File: src/rtl/amdfs_pkg.sv
`timescale 1ns / 1ps
`default_nettype none

package amdfs_pkg;

  localparam int unsigned NODES  = 8;
  localparam int unsigned NODE_W = $clog2(NODES);
  localparam int unsigned CNT_W  = $clog2(NODES + 1);
  localparam int unsigned ADDR_W = $clog2(NODES * NODES);

  localparam int unsigned OP_W     = 2;
  localparam int unsigned VTX_W    = 4;
  localparam int unsigned COST_W   = 16;
  localparam int unsigned STATUS_W = 3;

  localparam logic [VTX_W-1:0] NODE_LIM = VTX_W'(NODES);

  typedef enum logic [OP_W-1:0] {
    OP_ADD    = 2'd0,
    OP_REMOVE = 2'd1,
    OP_SEARCH = 2'd2,
    OP_RSVD   = 2'd3
  } op_e;

  typedef enum logic [STATUS_W-1:0] {
    ST_ADDED   = 3'd0,
    ST_REMOVED = 3'd1,
    ST_NOTHING = 3'd2,
    ST_INVALID = 3'd3,
    ST_VISITED = 3'd4
  } status_e;

  typedef logic [ADDR_W-1:0] addr_t;

  // Control from the sequencer to the matrix store
  typedef struct packed {
    logic              we;
    addr_t             waddr;
    logic [COST_W-1:0] wdata;
    addr_t             raddr;
    logic              clr;
    addr_t             clr_a;
    addr_t             clr_b;
  } mat_req_t;

  function automatic addr_t mat_addr(input logic [NODE_W-1:0] row,
                                     input logic [NODE_W-1:0] col);
    return ADDR_W'(row) * ADDR_W'(NODES) + ADDR_W'(col);
  endfunction

endpackage

`default_nettype wire

File: src/rtl/amdfs_if.sv
`timescale 1ns / 1ps
`default_nettype none

interface amdfs_req_if;
  import amdfs_pkg::*;

  logic                valid;
  logic                ready;
  logic [OP_W-1:0]     operation;
  logic [VTX_W-1:0]    node_a;
  logic [VTX_W-1:0]    node_b;
  logic [COST_W-1:0]   cost;

  modport source (output valid, operation, node_a, node_b, cost, input ready);
  modport sink   (input valid, operation, node_a, node_b, cost, output ready);
endinterface

interface amdfs_res_if;
  import amdfs_pkg::*;

  logic                valid;
  logic                ready;
  logic [STATUS_W-1:0] status;
  logic [VTX_W-1:0]    vertex;
  logic                last;

  modport source (output valid, status, vertex, last, input ready);
  modport sink   (input valid, status, vertex, last, output ready);
endinterface

`default_nettype wire

File: src/rtl/amdfs_matrix.sv
`timescale 1ns / 1ps
`default_nettype none

module amdfs_matrix (
  input  logic                       clk_i,
  input  logic                       rst_ni,
  input  amdfs_pkg::mat_req_t        req_i,
  output logic                       edge_o
);
  import amdfs_pkg::*;

  localparam int unsigned DEPTH = NODES * NODES;

  logic [COST_W-1:0] mem_q [DEPTH];
  logic [DEPTH-1:0]  vld_q;
  logic [COST_W-1:0] rdata_q;
  logic              rvld_q;

  // An entry never written since reset reads as no edge
  always_ff @(posedge clk_i or negedge rst_ni) begin
    if (!rst_ni) begin
      vld_q  <= '0;
      rvld_q <= 1'b0;
    end else begin
      if (req_i.clr) begin
        vld_q[req_i.clr_a] <= 1'b0;
        vld_q[req_i.clr_b] <= 1'b0;
      end
      if (req_i.we) begin
        vld_q[req_i.waddr] <= 1'b1;
      end
      rvld_q <= vld_q[req_i.raddr];
    end
  end

  always_ff @(posedge clk_i) begin
    if (req_i.we) begin
      mem_q[req_i.waddr] <= req_i.wdata;
    end
    rdata_q <= mem_q[req_i.raddr];
  end

  assign edge_o = rvld_q && (rdata_q != '0);

endmodule

`default_nettype wire

File: src/rtl/adjacency_matrix_dfs_engine_core.sv
`timescale 1ns / 1ps
`default_nettype none

// Channel  Dir  Handshake      Payload
// req_i    in   valid / ready  operation, node_a, node_b, cost
// res_o    out  valid / ready  status, vertex, last
//
// Edge add runs S_ADD2 then S_EMIT, edge remove S_RMCHK then S_EMIT, and a
// rejected item goes straight to S_EMIT. A search reads one matrix entry a
// cycle through the single read port of the matrix store, save while a frame
// pops or a hit waits on a busy output slot. req_i is ready only between items.
// Reset clears the matrix through per-entry valid bits, so no clearing pass.
// A result waiting in the output register stalls the walk until transferred.

module adjacency_matrix_dfs_engine_core (
  input  logic        clk_i,
  input  logic        rst_ni,
  amdfs_req_if.sink   req_i,
  amdfs_res_if.source res_o
);
  import amdfs_pkg::*;

  typedef enum logic [4:0] {
    S_IDLE  = 5'b00001,
    S_ADD2  = 5'b00010,
    S_RMCHK = 5'b00100,
    S_SCAN  = 5'b01000,
    S_EMIT  = 5'b10000
  } state_e;

  state_e                        state_q, state_d;
  logic [NODE_W-1:0]             a_q, a_d, b_q, b_d;
  logic [COST_W-1:0]             cost_q, cost_d;
  status_e                       rst_status_q, rst_status_d;
  logic [VTX_W-1:0]              res_vertex_q, res_vertex_d;
  logic                          res_last_q, res_last_d;
  logic                          out_vld_q, out_vld_d;
  status_e                       out_status_q, out_status_d;
  logic [VTX_W-1:0]              out_vertex_q, out_vertex_d;
  logic                          out_last_q, out_last_d;
  logic [NODES-1:0]              visited_q, visited_d;
  logic [NODES-1:0][NODE_W-1:0]  stk_vtx_q, stk_vtx_d;
  logic [NODES-1:0][CNT_W-1:0]   stk_nxt_q, stk_nxt_d;
  logic [CNT_W-1:0]              depth_q, depth_d;
  logic [NODE_W-1:0]             cur_q, cur_d;
  logic [CNT_W-1:0]              scan_q, scan_d;
  logic                          chk_vld_q, chk_vld_d;
  logic [NODE_W-1:0]             chk_idx_q, chk_idx_d;
  logic [NODE_W-1:0]             pend_q, pend_d;

  mat_req_t          mreq;
  logic              mat_edge;
  logic              slot_free;
  logic              load_out;
  logic              bad_a, bad_b;
  logic              hit;
  logic [NODE_W-1:0] top_idx, pop_idx, push_idx;

  amdfs_matrix u_matrix (
    .clk_i  (clk_i),
    .rst_ni (rst_ni),
    .req_i  (mreq),
    .edge_o (mat_edge)
  );

  assign slot_free = !out_vld_q || res_o.ready;
  assign bad_a     = req_i.node_a >= NODE_LIM;
  assign bad_b     = req_i.node_b >= NODE_LIM;
  assign hit       = chk_vld_q && mat_edge && !visited_q[chk_idx_q];
  assign top_idx   = NODE_W'(depth_q - CNT_W'(1));
  assign pop_idx   = NODE_W'(depth_q - CNT_W'(2));
  assign push_idx  = depth_q[NODE_W-1:0];

  always_comb begin
    state_d      = state_q;
    a_d          = a_q;
    b_d          = b_q;
    cost_d       = cost_q;
    rst_status_d = rst_status_q;
    res_vertex_d = res_vertex_q;
    res_last_d   = res_last_q;
    visited_d    = visited_q;
    stk_vtx_d    = stk_vtx_q;
    stk_nxt_d    = stk_nxt_q;
    depth_d      = depth_q;
    cur_d        = cur_q;
    scan_d       = scan_q;
    chk_vld_d    = chk_vld_q;
    chk_idx_d    = chk_idx_q;
    pend_d       = pend_q;
    load_out     = 1'b0;
    out_status_d = out_status_q;
    out_vertex_d = out_vertex_q;
    out_last_d   = out_last_q;

    mreq       = '0;
    mreq.raddr = mat_addr(cur_q, scan_q[NODE_W-1:0]);

    case (state_q)
      S_IDLE: begin
        if (req_i.valid) begin
          a_d          = req_i.node_a[NODE_W-1:0];
          b_d          = req_i.node_b[NODE_W-1:0];
          cost_d       = req_i.cost;
          res_vertex_d = '0;
          res_last_d   = 1'b1;
          case (op_e'(req_i.operation))
            OP_ADD, OP_REMOVE: begin
              if (bad_a || bad_b) begin
                rst_status_d = ST_INVALID;
                state_d      = S_EMIT;
              end else if (op_e'(req_i.operation) == OP_ADD) begin
                mreq.we    = 1'b1;
                mreq.waddr = mat_addr(req_i.node_a[NODE_W-1:0],
                                      req_i.node_b[NODE_W-1:0]);
                mreq.wdata = req_i.cost;
                state_d    = S_ADD2;
              end else begin
                mreq.raddr = mat_addr(req_i.node_a[NODE_W-1:0],
                                      req_i.node_b[NODE_W-1:0]);
                state_d    = S_RMCHK;
              end
            end
            OP_SEARCH: begin
              if (bad_b) begin
                rst_status_d = ST_INVALID;
                state_d      = S_EMIT;
              end else begin
                visited_d    = '0;
                visited_d[req_i.node_b[NODE_W-1:0]] = 1'b1;
                stk_vtx_d[0] = req_i.node_b[NODE_W-1:0];
                stk_nxt_d[0] = '0;
                depth_d      = CNT_W'(1);
                cur_d        = req_i.node_b[NODE_W-1:0];
                scan_d       = '0;
                chk_vld_d    = 1'b0;
                pend_d       = req_i.node_b[NODE_W-1:0];
                state_d      = S_SCAN;
              end
            end
            default: ; // unused code: drop the item, no result
          endcase
        end
      end

      S_ADD2: begin
        mreq.we      = 1'b1;
        mreq.waddr   = mat_addr(b_q, a_q);
        mreq.wdata   = cost_q;
        rst_status_d = ST_ADDED;
        state_d      = S_EMIT;
      end

      S_RMCHK: begin
        if (mat_edge) begin
          mreq.clr     = 1'b1;
          mreq.clr_a   = mat_addr(a_q, b_q);
          mreq.clr_b   = mat_addr(b_q, a_q);
          rst_status_d = ST_REMOVED;
        end else begin
          rst_status_d = ST_NOTHING;
        end
        state_d = S_EMIT;
      end

      S_SCAN: begin
        if (hit) begin
          // Keep reading the hit entry so it survives a busy output slot
          mreq.raddr = mat_addr(cur_q, chk_idx_q);
          // Hold the new vertex back; the previous one is known not to be last
          if (slot_free) begin
            load_out            = 1'b1;
            out_status_d        = ST_VISITED;
            out_vertex_d        = VTX_W'(pend_q);
            out_last_d          = 1'b0;
            pend_d              = chk_idx_q;
            visited_d[chk_idx_q] = 1'b1;
            stk_nxt_d[top_idx]  = CNT_W'(chk_idx_q) + CNT_W'(1);
            stk_vtx_d[push_idx] = chk_idx_q;
            stk_nxt_d[push_idx] = '0;
            depth_d             = depth_q + CNT_W'(1);
            cur_d               = chk_idx_q;
            scan_d              = '0;
            chk_vld_d           = 1'b0;
          end
        end else if (scan_q < CNT_W'(NODES)) begin
          mreq.raddr = mat_addr(cur_q, scan_q[NODE_W-1:0]);
          chk_vld_d  = 1'b1;
          chk_idx_d  = scan_q[NODE_W-1:0];
          scan_d     = scan_q + CNT_W'(1);
        end else begin
          // Row exhausted: pop the frame
          chk_vld_d = 1'b0;
          if (depth_q == CNT_W'(1)) begin
            depth_d      = '0;
            rst_status_d = ST_VISITED;
            res_vertex_d = VTX_W'(pend_q);
            res_last_d   = 1'b1;
            state_d      = S_EMIT;
          end else begin
            depth_d = depth_q - CNT_W'(1);
            cur_d   = stk_vtx_q[pop_idx];
            scan_d  = stk_nxt_q[pop_idx];
          end
        end
      end

      S_EMIT: begin
        if (slot_free) begin
          load_out     = 1'b1;
          out_status_d = rst_status_q;
          out_vertex_d = res_vertex_q;
          out_last_d   = res_last_q;
          state_d      = S_IDLE;
        end
      end

      default: begin
        state_d = S_IDLE;
      end
    endcase

    if (load_out) begin
      out_vld_d = 1'b1;
    end else if (res_o.ready) begin
      out_vld_d = 1'b0;
    end else begin
      out_vld_d = out_vld_q;
    end
  end

  always_ff @(posedge clk_i or negedge rst_ni) begin
    if (!rst_ni) begin
      state_q   <= S_IDLE;
      out_vld_q <= 1'b0;
      visited_q <= '0;
      depth_q   <= '0;
      chk_vld_q <= 1'b0;
    end else begin
      state_q   <= state_d;
      out_vld_q <= out_vld_d;
      visited_q <= visited_d;
      depth_q   <= depth_d;
      chk_vld_q <= chk_vld_d;
    end
  end

  always_ff @(posedge clk_i) begin
    a_q          <= a_d;
    b_q          <= b_d;
    cost_q       <= cost_d;
    rst_status_q <= rst_status_d;
    res_vertex_q <= res_vertex_d;
    res_last_q   <= res_last_d;
    out_status_q <= out_status_d;
    out_vertex_q <= out_vertex_d;
    out_last_q   <= out_last_d;
    stk_vtx_q    <= stk_vtx_d;
    stk_nxt_q    <= stk_nxt_d;
    cur_q        <= cur_d;
    scan_q       <= scan_d;
    chk_idx_q    <= chk_idx_d;
    pend_q       <= pend_d;
  end

  assign req_i.ready  = (state_q == S_IDLE);
  assign res_o.valid  = out_vld_q;
  assign res_o.status = out_status_q;
  assign res_o.vertex = out_vertex_q;
  assign res_o.last   = out_last_q;

endmodule

`default_nettype wire
File: src/flat_wrapper.sv
// flat-port wrapper written by rule: the top's interface ports become plain ports
module adjacency_matrix_dfs_engine_core_flat import amdfs_pkg::*;
  (clk_i, rst_ni, req_i_valid, req_i_operation, req_i_node_a, req_i_node_b, req_i_cost, req_i_ready, res_o_valid, res_o_status, res_o_vertex, res_o_last, res_o_ready);
  amdfs_req_if req_i_i ();
  amdfs_res_if res_o_i ();
  input  logic clk_i;
  input  logic rst_ni;
  input wire logic [$bits(req_i_i.valid)-1:0] req_i_valid;
  input wire logic [$bits(req_i_i.operation)-1:0] req_i_operation;
  input wire logic [$bits(req_i_i.node_a)-1:0] req_i_node_a;
  input wire logic [$bits(req_i_i.node_b)-1:0] req_i_node_b;
  input wire logic [$bits(req_i_i.cost)-1:0] req_i_cost;
  output wire logic [$bits(req_i_i.ready)-1:0] req_i_ready;
  output wire logic [$bits(res_o_i.valid)-1:0] res_o_valid;
  output wire logic [$bits(res_o_i.status)-1:0] res_o_status;
  output wire logic [$bits(res_o_i.vertex)-1:0] res_o_vertex;
  output wire logic [$bits(res_o_i.last)-1:0] res_o_last;
  input wire logic [$bits(res_o_i.ready)-1:0] res_o_ready;
  assign req_i_i.valid = req_i_valid;
  assign req_i_i.operation = req_i_operation;
  assign req_i_i.node_a = req_i_node_a;
  assign req_i_i.node_b = req_i_node_b;
  assign req_i_i.cost = req_i_cost;
  assign req_i_ready = req_i_i.ready;
  assign res_o_valid = res_o_i.valid;
  assign res_o_status = res_o_i.status;
  assign res_o_vertex = res_o_i.vertex;
  assign res_o_last = res_o_i.last;
  assign res_o_i.ready = res_o_ready;
  adjacency_matrix_dfs_engine_core u_core (.clk_i(clk_i), .rst_ni(rst_ni), .req_i(req_i_i), .res_o(res_o_i));
endmodule
File: config.mk
export PLATFORM = sky130hd
export DESIGN_NAME = adjacency_matrix_dfs_engine_core_flat
export DESIGN_NICKNAME = d
export VERILOG_FILES = /design/src/rtl/amdfs_pkg.sv /design/src/rtl/amdfs_if.sv /design/src/rtl/amdfs_matrix.sv /design/src/rtl/adjacency_matrix_dfs_engine_core.sv /design/src/flat_wrapper.sv
export SDC_FILE = /design/constraint.sdc
export NUM_CORES = 2
export LEC_CHECK = 0
export ABC_AREA = 1
export BUFFER_PORTS_ARGS = -buffer_cell sky130_fd_sc_hd__buf_4
export CAP_MARGIN = 0
export CORE_ASPECT_RATIO = 1.75
export CORE_MARGIN = 2
export CORE_UTILIZATION = 55
export DETAILED_ROUTE_END_ITERATION = 8
export GPL_TIMING_DRIVEN = 0
export PLACE_DENSITY = 0.7
export SETUP_SLACK_MARGIN = 0.3
export SLEW_MARGIN = 20
export SYNTH_ARGS = -nofsm -noshare
export SYNTH_HDL_FRONTEND = slang
export SYNTH_SLANG_ARGS = --single-unit
export TNS_END_PERCENT = 20
File: constraint.sdc
create_clock -name clk_i -period 8.8 [get_ports clk_i]
set_input_delay 0.88 -clock clk_i [delete_from_list [all_inputs] [get_ports clk_i]]
set_output_delay 0.88 -clock clk_i [all_outputs]
set_load 0.02 [all_outputs]
==> metrics <==
Power per Cell Area 351 nW/um^2; Worst path depth 10; actual slew at the worst max-slew pin 1.24 ns; Design Area, Final 61300 um^2; EDFF count, synth 1128; number of max-cap violations 0; Final Cycle Share 0.561; CP max-delay cell nor4_4; CTS resizes 0; TritonCTS clock tree yes; vias in the first global route 39200; Hold-fix buffers, CTS 0; Crit path arrival time 5.31 ns; DR DRC count 0; Initial DRT Pass Iterations 6; Via density 6.11; die width 242 um; post-layout min period 4.93 ns; final worst slack 3.87 ns; 1st-iter DRT viols 4636; # clock sinks 1228; pin count of the biggest net entering global routing 85; hpwl dp 130 mm; Clock transition at path regs 0.07 ns; asr flop ratio synth 0.0684; pins over their slew limit 0; WP data required 9.17 ns; final hold vios 0; Via Count 40600; RSZ-0062 raised after global routing false; WL final 187 mm; Die ar. 102000 um^2; worst r2r path cells 10; clock skew 0.0388 ns; Setup Total Neg Slack 0 ns; Mapped Cells 5049; Tot GR Track Use 0.366; Max Clock Freq 203 MHz; Core Util, Final 0.624; status finished clean; Buffers on Ports 38; CORE AREA 98100 um^2; CP max stage delay 0.88 ns; DP Worst Slack 3.44 ns; CTS Buf Count 103; row cnt 152; Synth Register Bits 1228; Initial Util 0.555; Synth warnings 0; flop-to-flop setup slack 3.87 ns; Detail Route Antenna Nets 0; routed len/inst 28.1 um; critical path buffer and inverter count 3; Pwr Total 21.5 mW; Max FO, Critical Path 16; crit path cell chain nor2_2, nand4_4, nor4_4, inv_1, o22ai_1, nand2_1, inv_1, nand2_1, clkbuf_1, nor2_2; GPL Wtd Cong 1.11; Worst Hold Class in -> async; root buffer cell clkbuf_16; CTS H-tree lvls 3; Top delay family on crit path simple AND/OR/NAND/NOR gates; first-pass GRT wire length 264 mm; Netlist cell types 46; P_leak 23.5 nW; max_slew headroom 0.170; Synthesized Nets 5089; initial antenna violation count 11; I/O pin cnt 40; critical path class reg -> reg; Final #Nets 5288; crit end category flop; register area share after synthesis 0.666; Post-CTS Repair Setup Buffers 0; Syn-to-layout area delta 12.4%; VDD IR max 0.285 mV; share of cells above drive strength 1 0.106; endpoints failing setup 0; register area 36300 um^2; synthesized area 54500 um^2; Die H 420 um; clock buffer depth 3; clock latency on the worst-skew pair 0.75 ns; Filler Cell Count 7829; DP Area 57700 um^2; Main synth FF type edfxtp_1; remaining global-route overflow 0; synthesized area per cell 10.8 um^2; startpoint types flop; area of the multi-input gates 14600 um^2
==> flip-flops by register name, summed over array words and instances (netlist names), 5 cells and up <==
| signal | flops |
|---|---|
| u_core.visited_q | 8 |
| u_core.u_matrix.rdata_q | 16 |
| u_core.u_matrix.vld_q | 64 |
| u_core.stk_nxt_q | 32 |
| u_core.u_matrix.mem_q | 1024 |
| u_core.stk_vtx_q | 24 |
| u_core.cost_q | 16 |
| u_core.state_q | 5 |
==> power breakdown <==
part	internal, mW	switching [mW]
logic	2.27	7.66
registers	6.58	0.104
clock network	2.70	2.18
==> path summary, 6_finish.rpt <==
check	startpoint	end
max	u_core.state_q[2]$_DFFE_PN0P_	u_core.u_matrix.mem_q[39][14]$_DFFE_PP_
max reg2reg	u_core.state_q[2]$_DFFE_PN0P_	u_core.u_matrix.mem_q[39][14]$_DFFE_PP_
max in group asynchronous	rst_ni	u_core.state_q[4]$_DFFE_PN0P_
min reg2reg	u_core.visited_q[2]$_DFFE_PN0P_	u_core.visited_q[2]$_DFFE_PN0P_
min	rst_ni	u_core.u_matrix.vld_q[61]$_DFF_PN0_
min in group clk_i	req_i_node_a[0]	u_core.a_q[0]$_DFFE_PP_
==> layer usage <==
metal | up-vias | GRT usage | share of wire
met2 | 2578 | 0.622 | 0.49
met1 | 19400 | 0.377 | 0.31
li1 | 17800 | - | -
met3 | 836 | 0.0786 | 0.089
met4 | 6 | 0.341 | 0.11
met5 | - | 0.00482 | 0.00026
==> synth_stat cells, types with 4 or more instances <==
library cell | number | area share
clkbuf_1 | 111 | 0.0076
a31oi_1 | 4 | 0.00046
dfrtp_1 | 83 | 0.038
nor3_1 | 16 | 0.0015
o22ai_1 | 98 | 0.011
nand4_1 | 4 | 0.00046
dfxtp_1 | 16 | 0.0059
inv_2 | 17 | 0.0012
buf_6 | 5 | 0.0010
xor2_1 | 4 | 0.00064
buf_2 | 136 | 0.012
buf_4 | 35 | 0.0048
nand3_2 | 6 | 0.0011
buf_1 | 22 | 0.0015
nand3_1 | 997 | 0.092
a22o_1 | 16 | 0.0026
nand3b_1 | 338 | 0.047
nand2_1 | 989 | 0.068
inv_1 | 629 | 0.043
a21oi_1 | 44 | 0.0040
o211ai_1 | 39 | 0.0054
nor2_1 | 165 | 0.011
o21ai_0 | 96 | 0.0088
ha_1 | 10 | 0.0023
a211oi_1 | 5 | 0.00069
edfxtp_1 | 1128 | 0.62
o31ai_1 | 5 | 0.00069
==> cell type report <==
cell class,instances,share of cell area
well taps,1309,0.0267
clock buffers,130,0.0473
multi-input cells,2864,0.238
repair buffers,94,0.0195
inverters,648,0.0397
plain buffers,309,0.0245
clock inverters,63,0.0111
diodes,9,0.000368
flip-flops and latches,1228,0.592
==> logic make-up (layout without fill, tap and decap cells) <==
group | after synthesis | in the layout | share of synthesized area
multiplexers | 1 | 1 | 0.000184
AND/OR/NAND/NOR | 2529 | 2529 | 0.223
other | 1 | 10 | 0.0000688
XOR/XNOR | 4 | 4 | 0.000643
buffers and inverters | 957 | 1244 | 0.0721
adder cells (fa/ha/maj) | 10 | 10 | 0.00230
AO/OA/AOI/OAI | 319 | 319 | 0.0356
flip-flops | 1228 | 1228 | 0.666
==> through the flow <==
step	hold WS [ns]	cells
2_1_floorplan	0.449	5049
3_3_place_gp	0.465	6396
3_5_place_dp	0.465	6452
4_1_cts	0.260	6645
5_1_grt	0.267	6647
6_report	0.178	6654
==> cells in the final DEF, fill, tap and decap left out, types with 72 or more instances in the layout <==
| cell | count |
|---|---|
| edfxtp_1 | 1128 |
| o21ai_0 | 96 |
| nor2_1 | 98 |
| clkbuf_1 | 122 |
| nand3b_1 | 338 |
| clkbuf_16 | 108 |
| nand3_1 | 997 |
| buf_4 | 72 |
| dfrtp_1 | 83 |
| nand2_1 | 989 |
| inv_1 | 629 |
| buf_2 | 136 |
| o22ai_1 | 98 |
==> worst register-to-register path, cell delays in order (launching register included) <==
cell and delay, ns:
dfrtp_1 0.43, nor2_2 0.21, nand4_4 0.23, nor4_4 0.89
inv_1 0.45, o22ai_1 0.49, nand2_1 0.10, inv_1 0.08
nand2_1 0.27, clkbuf_1 0.56, nor2_2 0.87
No activity file was read; power rests on OpenSTA's default activity.
